## src/design/flat_json_stream_parser_macros.svh

```systemverilog
// assertion macros shared by the parser rtl
`ifndef FLAT_JSON_STREAM_PARSER_MACROS_SVH
`define FLAT_JSON_STREAM_PARSER_MACROS_SVH

// same-cycle implication, disabled during reset
`define FJSP_ASSERT_IMP(lbl, ante, cons, msg) \
   lbl: assert property (@(posedge clock) disable iff (reset) (ante) |-> (cons)) \
      else $error(msg);

// next-cycle implication, disabled during reset
`define FJSP_ASSERT_NXT(lbl, ante, cons, msg) \
   lbl: assert property (@(posedge clock) disable iff (reset) (ante) |=> (cons)) \
      else $error(msg);

`endif

```

## src/design/fjsp_pkg.sv

```systemverilog
// shared types, codes and character helpers for the json stream parser
package fjsp_pkg;

   // parser phases
   localparam logic [3:0] PH_START     = 4'd0;
   localparam logic [3:0] PH_ARR_FIRST = 4'd1;
   localparam logic [3:0] PH_OBJ_FIRST = 4'd2;
   localparam logic [3:0] PH_KEY       = 4'd3;
   localparam logic [3:0] PH_COLON     = 4'd4;
   localparam logic [3:0] PH_VALUE     = 4'd5;
   localparam logic [3:0] PH_STR       = 4'd6;
   localparam logic [3:0] PH_LIT       = 4'd7;
   localparam logic [3:0] PH_NUM       = 4'd8;
   localparam logic [3:0] PH_OBJ_AFTER = 4'd9;
   localparam logic [3:0] PH_OBJ_KEY   = 4'd10;
   localparam logic [3:0] PH_ARR_AFTER = 4'd11;
   localparam logic [3:0] PH_ARR_OBJ   = 4'd12;
   localparam logic [3:0] PH_DONE      = 4'd13;

   // event kinds
   localparam logic [3:0] EV_KEY_CHAR  = 4'd0;
   localparam logic [3:0] EV_KEY_END   = 4'd1;
   localparam logic [3:0] EV_STR_CHAR  = 4'd2;
   localparam logic [3:0] EV_STR_END   = 4'd3;
   localparam logic [3:0] EV_INT       = 4'd4;
   localparam logic [3:0] EV_BOOL      = 4'd5;
   localparam logic [3:0] EV_NULL      = 4'd6;
   localparam logic [3:0] EV_OBJ_OPEN  = 4'd7;
   localparam logic [3:0] EV_OBJ_CLOSE = 4'd8;
   localparam logic [3:0] EV_ARR_OPEN  = 4'd9;
   localparam logic [3:0] EV_ARR_CLOSE = 4'd10;
   localparam logic [3:0] EV_ERROR     = 4'd11;

   // literal selectors
   localparam logic [1:0] LIT_TRUE  = 2'd0;
   localparam logic [1:0] LIT_FALSE = 2'd1;
   localparam logic [1:0] LIT_NULL  = 2'd2;

   localparam int MAX_EVENTS = 3;

   // one result event
   typedef struct packed {
      logic [3:0]  kind;
      logic [63:0] data;
      logic        fin;
      logic        last;
   } ev_type;

   // all events caused by one input byte
   typedef struct packed {
      logic [1:0]                  count;
      ev_type [MAX_EVENTS-1:0]     ev;
   } bundle_type;

   function automatic logic is_ws(input logic [7:0] b);
      return (b == 8'h20) || (b == 8'h09) || (b == 8'h0a) || (b == 8'h0d);
   endfunction

   function automatic logic is_digit(input logic [7:0] b);
      return (b >= 8'h30) && (b <= 8'h39);
   endfunction

   // n, r and t map to control characters, the rest pass through
   function automatic logic [7:0] decode_escape(input logic [7:0] b);
      logic [7:0] r;
      case (b)
         8'h6e: r = 8'h0a;
         8'h72: r = 8'h0d;
         8'h74: r = 8'h09;
         default: r = b;
      endcase
      return r;
   endfunction

   function automatic logic [2:0] lit_len(input logic [1:0] w);
      return (w == LIT_FALSE) ? 3'd5 : 3'd4;
   endfunction

   // expected letter of true, false or null at a position
   function automatic logic [7:0] lit_char(input logic [1:0] w, input logic [2:0] pos);
      logic [7:0] r;
      case ({w, pos})
         {LIT_TRUE, 3'd0}:  r = 8'h74;
         {LIT_TRUE, 3'd1}:  r = 8'h72;
         {LIT_TRUE, 3'd2}:  r = 8'h75;
         {LIT_TRUE, 3'd3}:  r = 8'h65;
         {LIT_FALSE, 3'd0}: r = 8'h66;
         {LIT_FALSE, 3'd1}: r = 8'h61;
         {LIT_FALSE, 3'd2}: r = 8'h6c;
         {LIT_FALSE, 3'd3}: r = 8'h73;
         {LIT_FALSE, 3'd4}: r = 8'h65;
         {LIT_NULL, 3'd0}:  r = 8'h6e;
         {LIT_NULL, 3'd1}:  r = 8'h75;
         {LIT_NULL, 3'd2}:  r = 8'h6c;
         {LIT_NULL, 3'd3}:  r = 8'h6c;
         2'd3 << 3:         r = 8'h6e;
         (2'd3 << 3) | 5'd1: r = 8'h75;
         (2'd3 << 3) | 5'd2: r = 8'h6c;
         (2'd3 << 3) | 5'd3: r = 8'h6c;
         default:           r = 8'h00;
      endcase
      return r;
   endfunction

endpackage

```

## src/design/flat_json_stream_parser.sv

```systemverilog
// Streaming parser for flat JSON objects (or, with array_mode set, an array of
// them); each input transaction carries one byte of the document. Each byte is
// decoded by a state machine with a times-ten accumulator and yields zero to
// three events, which go into a small result buffer and leave one per cycle
// while results are accepted, the first in the cycle after the byte is taken.
// The input is ready while the buffer is empty or its one remaining event is
// being taken, so bytes that yield at most one event each are taken every
// cycle while results are accepted; a byte with two or three events stalls the
// input while the buffer drains, and any hold-off on the result side stalls
// the input as well. Integers are reported when the byte after their last
// digit arrives. Write array_mode only between documents; the configuration
// channel is always ready.

module flat_json_stream_parser
   import fjsp_pkg::*;
(
   input  logic        clock,
   input  logic        reset,
   // configuration
   input  logic        csr_valid,
   output logic        csr_ready,
   input  logic        csr_data,    // array_mode
   // document bytes
   input  logic        req_tvalid,
   output logic        req_tready,
   input  logic [7:0]  req_tdata,   // doc_byte
   input  logic        req_tlast,   // last_of_document
   // events
   output logic        rsp_tvalid,
   input  logic        rsp_tready,
   output logic [63:0] rsp_tdata,   // event_data
   output logic [4:0]  rsp_tuser,   // event_kind[3:0], finished[4]
   output logic        rsp_tlast    // last_in_run
);

   logic       array_mode_ff;
   logic       accept;
   bundle_type bundle;

   // configuration register
   assign csr_ready = 1'b1;
   always_ff @(posedge clock) begin
      if (reset) begin
         array_mode_ff <= 1'b0;
      end else if (csr_valid && csr_ready) begin
         array_mode_ff <= csr_data;
      end
   end

   assign accept = req_tvalid && req_tready;

   fjsp_core u_core (
      .clock      (clock),
      .reset      (reset),
      .array_mode (array_mode_ff),
      .advance    (accept),
      .doc_byte   (req_tdata),
      .doc_last   (req_tlast),
      .bundle     (bundle)
   );

   fjsp_emit u_emit (
      .clock      (clock),
      .reset      (reset),
      .load_valid (accept),
      .bundle     (bundle),
      .can_load   (req_tready),
      .rsp_tvalid (rsp_tvalid),
      .rsp_tready (rsp_tready),
      .rsp_tdata  (rsp_tdata),
      .rsp_tuser  (rsp_tuser),
      .rsp_tlast  (rsp_tlast)
   );

endmodule

```

## src/design/fjsp_core.sv

```systemverilog
// parser state machine: one byte in, up to three events out per transaction
`include "flat_json_stream_parser_macros.svh"

module fjsp_core
   import fjsp_pkg::*;
(
   input  logic        clock,
   input  logic        reset,
   input  logic        array_mode,
   input  logic        advance,
   input  logic [7:0]  doc_byte,
   input  logic        doc_last,
   output bundle_type  bundle
);

   logic [3:0]  phase_ff,  phase_in;
   logic        inobj_ff,  inobj_in;
   logic        esc_ff,    esc_in;
   logic [2:0]  litpos_ff, litpos_in;
   logic [1:0]  litw_ff,   litw_in;
   logic [63:0] mag_ff,    mag_in;
   logic        neg_ff,    neg_in;
   logic        ovf_ff,    ovf_in;
   logic        closed_ff, closed_in;
   logic        err_ff,    err_in;

   logic [67:0]   prod;
   logic [63:0]   num_value;
   logic          go;
   logic          is_val;
   logic          do_open, do_close_obj, do_close_arr, do_err;
   logic [1:0]    n;
   ev_type [MAX_EVENTS-1:0] ev_a;

   // accumulator step and saturated value of the pending integer
   always_comb begin
      prod = ({4'b0, mag_ff} << 3) + ({4'b0, mag_ff} << 1) + {64'b0, doc_byte[3:0]};
      if (neg_ff) begin
         num_value = (ovf_ff || mag_ff > 64'h8000_0000_0000_0000) ?
                     64'h8000_0000_0000_0000 : (64'd0 - mag_ff);
      end else begin
         num_value = (ovf_ff || mag_ff[63]) ? 64'h7fff_ffff_ffff_ffff : mag_ff;
      end
   end

   // next state and event list
   always_comb begin
      phase_in  = phase_ff;
      inobj_in  = inobj_ff;
      esc_in    = esc_ff;
      litpos_in = litpos_ff;
      litw_in   = litw_ff;
      mag_in    = mag_ff;
      neg_in    = neg_ff;
      ovf_in    = ovf_ff;
      closed_in = closed_ff;
      err_in    = err_ff;
      ev_a      = '0;
      n         = 2'd0;
      go        = 1'b0;
      is_val    = (phase_ff == PH_STR);
      do_open      = 1'b0;
      do_close_obj = 1'b0;
      do_close_arr = 1'b0;
      do_err       = 1'b0;

      if (!err_ff && !closed_ff) begin
         go = 1'b1;
         // a number ends on the first non-digit, which is then parsed
         if (phase_ff == PH_NUM) begin
            if (is_digit(doc_byte)) begin
               go = 1'b0;
               if (!ovf_ff) begin
                  if (prod[67:64] != 4'd0) begin
                     ovf_in = 1'b1;
                  end else begin
                     mag_in = prod[63:0];
                  end
               end
            end else begin
               ev_a[n].kind = EV_INT;
               ev_a[n].data = num_value;
               n = n + 2'd1;
               phase_in = PH_OBJ_AFTER;
            end
         end
         // whitespace skipped outside strings and literals
         if (go && phase_in != PH_KEY && phase_in != PH_STR && phase_in != PH_LIT &&
             phase_in != PH_DONE && is_ws(doc_byte)) begin
            go = 1'b0;
         end
         if (go) begin
            case (phase_in)
               PH_START: begin
                  if (array_mode && doc_byte == 8'h5b) begin
                     ev_a[n].kind = EV_ARR_OPEN;
                     n = n + 2'd1;
                     phase_in = PH_ARR_FIRST;
                  end else if (!array_mode && doc_byte == 8'h7b) begin
                     do_open = 1'b1;
                  end else begin
                     do_err = 1'b1;
                  end
               end
               PH_ARR_FIRST: begin
                  if (doc_byte == 8'h7b) do_open = 1'b1;
                  else if (doc_byte == 8'h5d) do_close_arr = 1'b1;
                  else do_err = 1'b1;
               end
               PH_ARR_OBJ: begin
                  if (doc_byte == 8'h7b) do_open = 1'b1;
                  else do_err = 1'b1;
               end
               PH_OBJ_FIRST: begin
                  if (doc_byte == 8'h22) phase_in = PH_KEY;
                  else if (doc_byte == 8'h7d) do_close_obj = 1'b1;
                  else do_err = 1'b1;
               end
               PH_OBJ_KEY: begin
                  if (doc_byte == 8'h22) phase_in = PH_KEY;
                  else do_err = 1'b1;
               end
               PH_KEY, PH_STR: begin
                  if (esc_ff) begin
                     esc_in = 1'b0;
                     ev_a[n].kind = is_val ? EV_STR_CHAR : EV_KEY_CHAR;
                     ev_a[n].data = {56'b0, decode_escape(doc_byte)};
                     n = n + 2'd1;
                  end else if (doc_byte == 8'h5c) begin
                     esc_in = 1'b1;
                  end else if (doc_byte == 8'h22) begin
                     ev_a[n].kind = is_val ? EV_STR_END : EV_KEY_END;
                     n = n + 2'd1;
                     phase_in = is_val ? PH_OBJ_AFTER : PH_COLON;
                  end else begin
                     ev_a[n].kind = is_val ? EV_STR_CHAR : EV_KEY_CHAR;
                     ev_a[n].data = {56'b0, doc_byte};
                     n = n + 2'd1;
                  end
               end
               PH_COLON: begin
                  if (doc_byte == 8'h3a) phase_in = PH_VALUE;
                  else do_err = 1'b1;
               end
               PH_VALUE: begin
                  mag_in    = 64'd0;
                  neg_in    = 1'b0;
                  ovf_in    = 1'b0;
                  litpos_in = 3'd1;
                  if (doc_byte == 8'h22) begin
                     phase_in = PH_STR;
                  end else if (doc_byte == 8'h74) begin
                     litw_in  = LIT_TRUE;
                     phase_in = PH_LIT;
                  end else if (doc_byte == 8'h66) begin
                     litw_in  = LIT_FALSE;
                     phase_in = PH_LIT;
                  end else if (doc_byte == 8'h6e) begin
                     litw_in  = LIT_NULL;
                     phase_in = PH_LIT;
                  end else if (doc_byte == 8'h2d) begin
                     neg_in   = 1'b1;
                     phase_in = PH_NUM;
                  end else if (is_digit(doc_byte)) begin
                     mag_in   = {60'b0, doc_byte[3:0]};
                     phase_in = PH_NUM;
                  end else begin
                     do_err = 1'b1;
                  end
               end
               PH_LIT: begin
                  if (litpos_ff < lit_len(litw_ff) &&
                      doc_byte == lit_char(litw_ff, litpos_ff)) begin
                     litpos_in = litpos_ff + 3'd1;
                     if (litpos_in == lit_len(litw_ff)) begin
                        if (litw_ff == LIT_NULL) begin
                           ev_a[n].kind = EV_NULL;
                        end else begin
                           ev_a[n].kind = EV_BOOL;
                           ev_a[n].data = {63'b0, litw_ff == LIT_TRUE};
                        end
                        n = n + 2'd1;
                        phase_in = PH_OBJ_AFTER;
                     end
                  end else begin
                     do_err = 1'b1;
                  end
               end
               PH_OBJ_AFTER: begin
                  if (doc_byte == 8'h2c) phase_in = PH_OBJ_KEY;
                  else if (doc_byte == 8'h7d) do_close_obj = 1'b1;
                  else do_err = 1'b1;
               end
               PH_ARR_AFTER: begin
                  if (doc_byte == 8'h2c) phase_in = PH_ARR_OBJ;
                  else if (doc_byte == 8'h5d) do_close_arr = 1'b1;
                  else do_err = 1'b1;
               end
               default: begin
               end
            endcase
         end

         // structural actions shared by several phases
         if (do_open) begin
            ev_a[n].kind = EV_OBJ_OPEN;
            n = n + 2'd1;
            inobj_in = 1'b1;
            phase_in = PH_OBJ_FIRST;
         end
         if (do_close_obj) begin
            inobj_in = 1'b0;
            ev_a[n].kind = EV_OBJ_CLOSE;
            if (array_mode) begin
               phase_in = PH_ARR_AFTER;
            end else begin
               ev_a[n].fin = 1'b1;
               phase_in  = PH_DONE;
               closed_in = 1'b1;
            end
            n = n + 2'd1;
         end
         if (do_close_arr) begin
            ev_a[n].kind = EV_ARR_CLOSE;
            ev_a[n].fin  = 1'b1;
            n = n + 2'd1;
            phase_in  = PH_DONE;
            closed_in = 1'b1;
         end
         if (do_err) begin
            ev_a[n].kind = EV_ERROR;
            n = n + 2'd1;
            err_in = 1'b1;
         end
      end

      // end of document: incomplete check, then rearm
      if (doc_last) begin
         if (!err_in && !closed_in) begin
            ev_a[n].kind = EV_ERROR;
            n = n + 2'd1;
         end
         phase_in  = PH_START;
         inobj_in  = 1'b0;
         esc_in    = 1'b0;
         litpos_in = 3'd0;
         litw_in   = 2'd0;
         mag_in    = 64'd0;
         neg_in    = 1'b0;
         ovf_in    = 1'b0;
         closed_in = 1'b0;
         err_in    = 1'b0;
      end

      if (n != 2'd0) begin
         ev_a[n - 2'd1].last = 1'b1;
      end
      bundle.count = n;
      bundle.ev    = ev_a;
   end

   // state update on each accepted transaction
   always_ff @(posedge clock) begin
      if (reset) begin
         phase_ff  <= PH_START;
         inobj_ff  <= 1'b0;
         esc_ff    <= 1'b0;
         litpos_ff <= 3'd0;
         litw_ff   <= 2'd0;
         mag_ff    <= 64'd0;
         neg_ff    <= 1'b0;
         ovf_ff    <= 1'b0;
         closed_ff <= 1'b0;
         err_ff    <= 1'b0;
      end else if (advance) begin
         phase_ff  <= phase_in;
         inobj_ff  <= inobj_in;
         esc_ff    <= esc_in;
         litpos_ff <= litpos_in;
         litw_ff   <= litw_in;
         mag_ff    <= mag_in;
         neg_ff    <= neg_in;
         ovf_ff    <= ovf_in;
         closed_ff <= closed_in;
         err_ff    <= err_in;
      end
   end

   `FJSP_ASSERT_IMP(a_closed_done, closed_ff, (phase_ff == PH_DONE) && !inobj_ff, "closed document not in done phase")
   `FJSP_ASSERT_NXT(a_rearm, advance && doc_last, (phase_ff == PH_START) && !err_ff && !closed_ff, "parser did not rearm")

endmodule

```

## src/design/fjsp_emit.sv

```systemverilog
// result buffer: holds the events of one byte and hands them out one per cycle while results are accepted
`include "flat_json_stream_parser_macros.svh"

module fjsp_emit
   import fjsp_pkg::*;
(
   input  logic        clock,
   input  logic        reset,
   input  logic        load_valid,
   input  bundle_type  bundle,
   output logic        can_load,
   output logic        rsp_tvalid,
   input  logic        rsp_tready,
   output logic [63:0] rsp_tdata,   // event_data
   output logic [4:0]  rsp_tuser,   // event_kind[3:0], finished[4]
   output logic        rsp_tlast    // last_in_run
);

   logic [1:0]              cnt_ff, cnt_in;
   ev_type [MAX_EVENTS-1:0] slot_ff, slot_in;
   logic                    drain;
   logic                    load;

   assign drain    = (cnt_ff != 2'd0) && rsp_tready;
   assign can_load = (cnt_ff == 2'd0) || ((cnt_ff == 2'd1) && rsp_tready);
   assign load     = load_valid && (bundle.count != 2'd0);

   // load a fresh bundle or shift down after each output transaction
   always_comb begin
      cnt_in  = cnt_ff;
      slot_in = slot_ff;
      if (load) begin
         cnt_in  = bundle.count;
         slot_in = bundle.ev;
      end else if (drain) begin
         cnt_in     = cnt_ff - 2'd1;
         slot_in[0] = slot_ff[1];
         slot_in[1] = slot_ff[2];
      end
   end

   always_ff @(posedge clock) begin
      if (reset) begin
         cnt_ff <= 2'd0;
      end else begin
         cnt_ff <= cnt_in;
      end
   end

   always_ff @(posedge clock) begin
      slot_ff <= slot_in;
   end

   // head slot drives the result port
   assign rsp_tvalid = (cnt_ff != 2'd0);
   assign rsp_tdata  = slot_ff[0].data;
   assign rsp_tuser  = {slot_ff[0].fin, slot_ff[0].kind};
   assign rsp_tlast  = slot_ff[0].last;

   `FJSP_ASSERT_IMP(a_no_overwrite, load, (cnt_ff == 2'd0) || ((cnt_ff == 2'd1) && drain), "pending event overwritten")
   `FJSP_ASSERT_IMP(a_last_on_final, cnt_ff != 2'd0, slot_ff[0].last == (cnt_ff == 2'd1), "run marker misplaced")
   `FJSP_ASSERT_IMP(a_fin_on_close, (cnt_ff != 2'd0) && slot_ff[0].fin, (slot_ff[0].kind == EV_OBJ_CLOSE) || (slot_ff[0].kind == EV_ARR_CLOSE), "finished on non-close event")

endmodule
```

## config.mk

```make
export PLATFORM = sky130hd
export DESIGN_NAME = flat_json_stream_parser
export DESIGN_NICKNAME = d
export VERILOG_FILES = /design/src/design/fjsp_pkg.sv /design/src/design/flat_json_stream_parser.sv /design/src/design/fjsp_core.sv /design/src/design/fjsp_emit.sv
export VERILOG_INCLUDE_DIRS = /design/src /design/src/design
export SDC_FILE = /design/constraint.sdc
export NUM_CORES = 1
export LEC_CHECK = 0
export ABC_AREA = 1
export BUFFER_PORTS_ARGS = -buffer_cell sky130_fd_sc_hd__buf_4
export CELL_PAD_IN_SITES_DETAIL_PLACEMENT = 1
export CELL_PAD_IN_SITES_GLOBAL_PLACEMENT = 1
export CORE_MARGIN = 2
export CORE_UTILIZATION = 35
export DETAILED_ROUTE_END_ITERATION = 12
export PLACE_DENSITY_LB_ADDON = 0.1
export SLEW_MARGIN = 20
export SYNTH_ARGS = -nofsm -noshare
export SYNTH_HDL_FRONTEND = slang
export SYNTH_SLANG_ARGS = --single-unit
```

## constraint.sdc

```tcl
create_clock -name clock -period 8.1 [get_ports clock]
set_input_delay 1.215 -clock clock [delete_from_list [all_inputs] [get_ports clock]]
set_output_delay 1.215 -clock clock [all_outputs]
set_load 0.01 [all_outputs]
```

==> metrics list <==
- The run finished with clean final reports.
- CTS root buf: sky130_fd_sc_hd__clkbuf_16
* Worst Hold Path EP: u_core.closed_ff$_SDFFE_PP0P_
- Unrepaired setup endpoints after global routing: no
- Congestion Overflow GR: 0
* Maximum single-stage delay on the critical path: roughly 0.55 ns
- The synthesized design contains 90 enable-type register cells.
* Cell depth of the worst hold path: 2
- Gates resized, CTS repair: 0
- In this run the number of H-tree levels came out at 4.
- Crit path arrival time: 6.87 ns
* Period Utilization, post-route: 0.822
- Of the total power, registers draw 0.417.
- Derived from the worst setup path, the maximum achievable clock frequency is between 150 and 200 MHz.
- Setup Fix Bufs, Post-CTS: 0
* Hold Violations, Final: 0
- Power Density: about 170 nW/µm²
- Max FO, Critical Path: 52
- For the final routed database, the setup TNS stands at 0 ns.
- The floorplan step defined a die boundary enclosing 51100 µm².
- Number of vias per cell after detailed routing: 5.42
- The mapped netlist covers 17200 µm².
- Unique cell type count in the Yosys netlist: 64
- Top routing layer in use: met5
- In this run the power spent charging and discharging nets is around 1.1 mW.
- By instance count, the cell type seen most on the critical path is sky130_fd_sc_hd__nand2_1.
- Dividing the detail-routed wire length by the instance count gives 20.9 µm.
- I/O pin count: 88
- Die outline height: 226 µm
- Die X-Extent: 226 µm
* Hold-fix buffer count after cts: 0
* Highest ir drop seen on vdd: about 0.15 mV
- Final slew viol count: 0
- No sink is reached through more buffers than the 2 on the longest clock path.
- Once detailed placement completed, the half-perimeter wirelength came to 54500 µm.
- Worst Hold Class: reg -> reg
- The internal portion of the total power is ~2.0 mW.
* Relative contribution of the clock network to total power: 0.274
- Flop2flop setup slack: 1.57 ns
* Metal2 WL: 26900 µm
- Final weighted congestion in routability-driven placement: 0.908
- Layout cell share with drive strength beyond 1: 0.107
- By startpoint and endpoint, the worst setup path is classified as in -> reg.
* Cell count after synthesis: 2544
* Number of fill cells: 6284
- Number of clock sinks: 171
* Clock skew: 0.0217 ns
- Data required, critical path: slightly above 8 ns
- Gate power share: 0.308
- Wire length on met1: 35100 µm
* Kind of start point of the critical path: input pin
- Initial Utilization: 0.354
* Tot GR Track Use: 0.268
- Core area: 48700 µm²
- The cell family contributing the most delay on the critical path is simple AND/OR/NAND/NOR gates.
- Number of violations of the max-capacitance limit: 0
- Actual slew at the worst max-slew pin: 1.08 ns
- Final hold slack: 0.485 ns
* Skew-Pair Late Insertion Delay: 0.49 ns
- Launch instance of the worst register-to-register path: u_core.litpos_ff[0]$_SDFFE_PP0P_
- The startpoint identified for the worst hold timing path is u_core.closed_ff$_SDFFE_PP0P_.
- Detailed-routed wire length on met3: 3860 µm
- The via count of the first global-routing pass came to 17642.
- Averaged over all synthesized cells, the footprint is around 6.8 µm².
* PortBufs: 86
- The final layout contains routed wiring with a total length of 67000 µm.
* Final ANT Viol Nets: 0
- The initial antenna violation count is 1.
- The Yosys step of the flow raised 0 warnings.
- Post-route DRC violation count: 0
- For this run, the detailed router's first-pass iteration total came to 4.
- Detailed router's first-iteration violation count: 1252
- Row generation in the floorplan step produced 81 rows.
- Leakage power of the design: 8.40 nW
* End of the worst register-to-register path: u_emit.rsp_tdata[39]$_SDFFCE_PN0P_
- After synthesis the netlist holds a flip-flop and latch count of 171.
- Share of the yosys chip area belonging to registers: 0.251
- The number of buffers and inverters on the critical path is 6.
* Clock transition at path regs: 0.08 ns
- The first global-routing pass estimated 105000 µm of wire.
* TritonCTS clock tree: yes
* Final-stage net count: 2703
* Post-Place Cells: 3174
- Largest net degree at the start of global routing: 75
- Final setup violating endpoints: 0
- Clock tree synthesis inserted a total of 17 buffers.
- Headroom to the max-slew limit came out at 0.271.
* Final worst path period need: 6.66 ns
- Of the total power, the share spent switching nets is 0.368.
* Ys flop type: sky130_fd_sc_hd__edfxtp_1
- Detailed routing inserted a total of between 15000 and 20000 vias.
- Non-filler cells, final: 3206
- Worst Setup End Kind: register
* Number of diodes: 0
- Among all stages on the critical path, the largest delay is contributed by sky130_fd_sc_hd__nand2_4.
* Worst Reg-to-Reg Cells: 33
- Area added between synthesis and finish: 8.17%
- After synthesis, the share of flip-flops with an asynchronous set or reset is 0.
-- sequential cells by signal (all words and copies together) (netlist names), 2 cells and up --
name	count
u_core.mag_ff	64
u_emit.rsp_tdata	64
u_emit.slot_ff	20
u_emit.rsp_tuser	5
u_core.phase_ff	4
u_core.litpos_ff	3
u_core.litw_ff	2
u_emit.cnt_ff	2
-- routing by layer --
layer / vias to the layer above / global-route usage
met5: - / 0
met4: 2 / 0.0673
met3: 60 / 0.0487
met2: 371 / 0.380
met1: 8465 / 0.411
li1: 8482 / -
-- cell usage in the layout (no fill, tap or decap), types with 10 or more instances in the layout --
cell type,Yosys,routed
sky130_fd_sc_hd__nand2_1,510,509
sky130_fd_sc_hd__inv_2,22,23
sky130_fd_sc_hd__edfxtp_1,90,90
sky130_fd_sc_hd__ha_1,157,157
sky130_fd_sc_hd__nor2_1,243,241
sky130_fd_sc_hd__nor2_2,19,20
sky130_fd_sc_hd__buf_4,73,106
sky130_fd_sc_hd__nand2_2,10,11
sky130_fd_sc_hd__dfxtp_1,81,80
sky130_fd_sc_hd__a21oi_2,26,26
sky130_fd_sc_hd__nand3_2,10,10
sky130_fd_sc_hd__nand3_1,256,255
sky130_fd_sc_hd__nand4_1,34,34
sky130_fd_sc_hd__a21o_1,13,13
sky130_fd_sc_hd__nor4_1,17,17
sky130_fd_sc_hd__inv_1,283,283
sky130_fd_sc_hd__clkbuf_16,0,17
sky130_fd_sc_hd__o21ai_1,10,10
sky130_fd_sc_hd__o22ai_1,20,20
sky130_fd_sc_hd__a31oi_1,23,23
sky130_fd_sc_hd__or2_2,10,10
sky130_fd_sc_hd__o21ai_0,132,132
sky130_fd_sc_hd__o21a_1,13,13
sky130_fd_sc_hd__nor3_1,42,42
sky130_fd_sc_hd__xor2_1,41,41
sky130_fd_sc_hd__a21oi_1,197,197
sky130_fd_sc_hd__xnor2_1,33,33
-- worst min-delay path, cell delays in order, from the launching register on --
cell and delay, ns:
sky130_fd_sc_hd__dfxtp_1 0.33, sky130_fd_sc_hd__nand2_1 0.06, sky130_fd_sc_hd__a21oi_1 0.06
-- cell type report --
class,instances,area (µm²),share of cell area
inverters,315,1190,0.0639
flip-flops and latches,171,4330,0.232
clock buffers,17,425,0.0228
well taps,664,831,0.0445
multi-input cells,1917,10900,0.584
clock inverters,15,180,0.00966
repair buffers,107,816,0.0437
-- cells in the mapped netlist (9+ instances only) --
cell type / instances / area share
sky130_fd_sc_hd__a21o_1: 13 / 0.0057
sky130_fd_sc_hd__a21oi_1: 197 / 0.057
sky130_fd_sc_hd__a21oi_2: 26 / 0.013
sky130_fd_sc_hd__a31oi_1: 23 / 0.0083
sky130_fd_sc_hd__buf_2: 17 / 0.0049
sky130_fd_sc_hd__buf_4: 73 / 0.032
sky130_fd_sc_hd__clkbuf_1: 45 / 0.0098
sky130_fd_sc_hd__dfxtp_1: 81 / 0.094
sky130_fd_sc_hd__edfxtp_1: 90 / 0.16
sky130_fd_sc_hd__ha_1: 157 / 0.11
sky130_fd_sc_hd__inv_1: 283 / 0.062
sky130_fd_sc_hd__inv_2: 22 / 0.0048
sky130_fd_sc_hd__nand2_1: 510 / 0.11
sky130_fd_sc_hd__nand2_2: 10 / 0.0036
sky130_fd_sc_hd__nand3_1: 256 / 0.074
sky130_fd_sc_hd__nand3_2: 10 / 0.0058
sky130_fd_sc_hd__nand4_1: 34 / 0.012
sky130_fd_sc_hd__nor2_1: 243 / 0.053
sky130_fd_sc_hd__nor2_2: 19 / 0.0069
sky130_fd_sc_hd__nor3_1: 42 / 0.012
sky130_fd_sc_hd__nor4_1: 17 / 0.0062
sky130_fd_sc_hd__o211ai_1: 9 / 0.0039
sky130_fd_sc_hd__o21a_1: 13 / 0.0057
sky130_fd_sc_hd__o21ai_0: 132 / 0.038
sky130_fd_sc_hd__o21ai_1: 10 / 0.0029
sky130_fd_sc_hd__o22ai_1: 20 / 0.0073
sky130_fd_sc_hd__or2_2: 10 / 0.0036
sky130_fd_sc_hd__xnor2_1: 33 / 0.017
sky130_fd_sc_hd__xor2_1: 41 / 0.021
-- worst max-delay path by stage --
| stage | startpoint | endpoint | slack (ns) | cells past startpoint |
|---|---|---|---|---|
| after global routing | req_tdata[0] | u_emit.rsp_tdata[39]$_SDFFCE_PN0P_ | 1.01 | 34 |
| after floorplan | req_tdata[3] | u_emit.rsp_tdata[0]$_DFFE_PP_ | 0.67 | 34 |
| after CTS | req_tdata[3] | u_emit.rsp_tdata[39]$_SDFFCE_PN0P_ | 1.52 | 34 |
| after detailed placement | req_tdata[3] | u_emit.rsp_tdata[39]$_SDFFCE_PN0P_ | 0.98 | 34 |
| final | req_tdata[3] | u_emit.rsp_tdata[39]$_SDFFCE_PN0P_ | 1.44 | 34 |
| after global placement | req_tdata[3] | u_emit.rsp_tdata[43]$_SDFFCE_PN0P_ | 1.10 | 34 |
-- cell families after synthesis --
| group | synth area share |
|---|---|
| simple gates | 0.305 |
| compound gates | 0.169 |
| buf+inv | 0.121 |
| flops | 0.251 |
| fa+ha+maj | 0.116 |
| xor+xnor | 0.0376 |
| other cells | 0.000435 |
-- stage by stage --
| step | power [mW] | utilization | setup WS [ns] | area (µm²) |
|---|---|---|---|---|
| after floorplan | 2.02 | - | 0.673 | 17300 |
| after global placement | 2.26 | 0.370 | 1.10 | 18100 |
| after detailed placement | 2.28 | 0.370 | 0.983 | 18100 |
| after CTS | 3.14 | 0.383 | 1.52 | 18700 |
| after global routing | 3.26 | 0.383 | 1.01 | 18700 |
| final | 3.09 | 0.383 | 1.44 | 18700 |
-- power groups by stage --
stage / clock, mW / combinational [mW] / sequential, mW
3_5_place_dp: 0 / 0.966 / 1.32
4_1_cts: 0.871 / 0.967 / 1.30
6_report: 0.848 / 0.954 / 1.29
2_1_floorplan: 0 / 0.732 / 1.29
3_3_place_gp: 0 / 0.950 / 1.31
5_1_grt: 0.901 / 1.05 / 1.31
(Power assumes the default switching activity.)
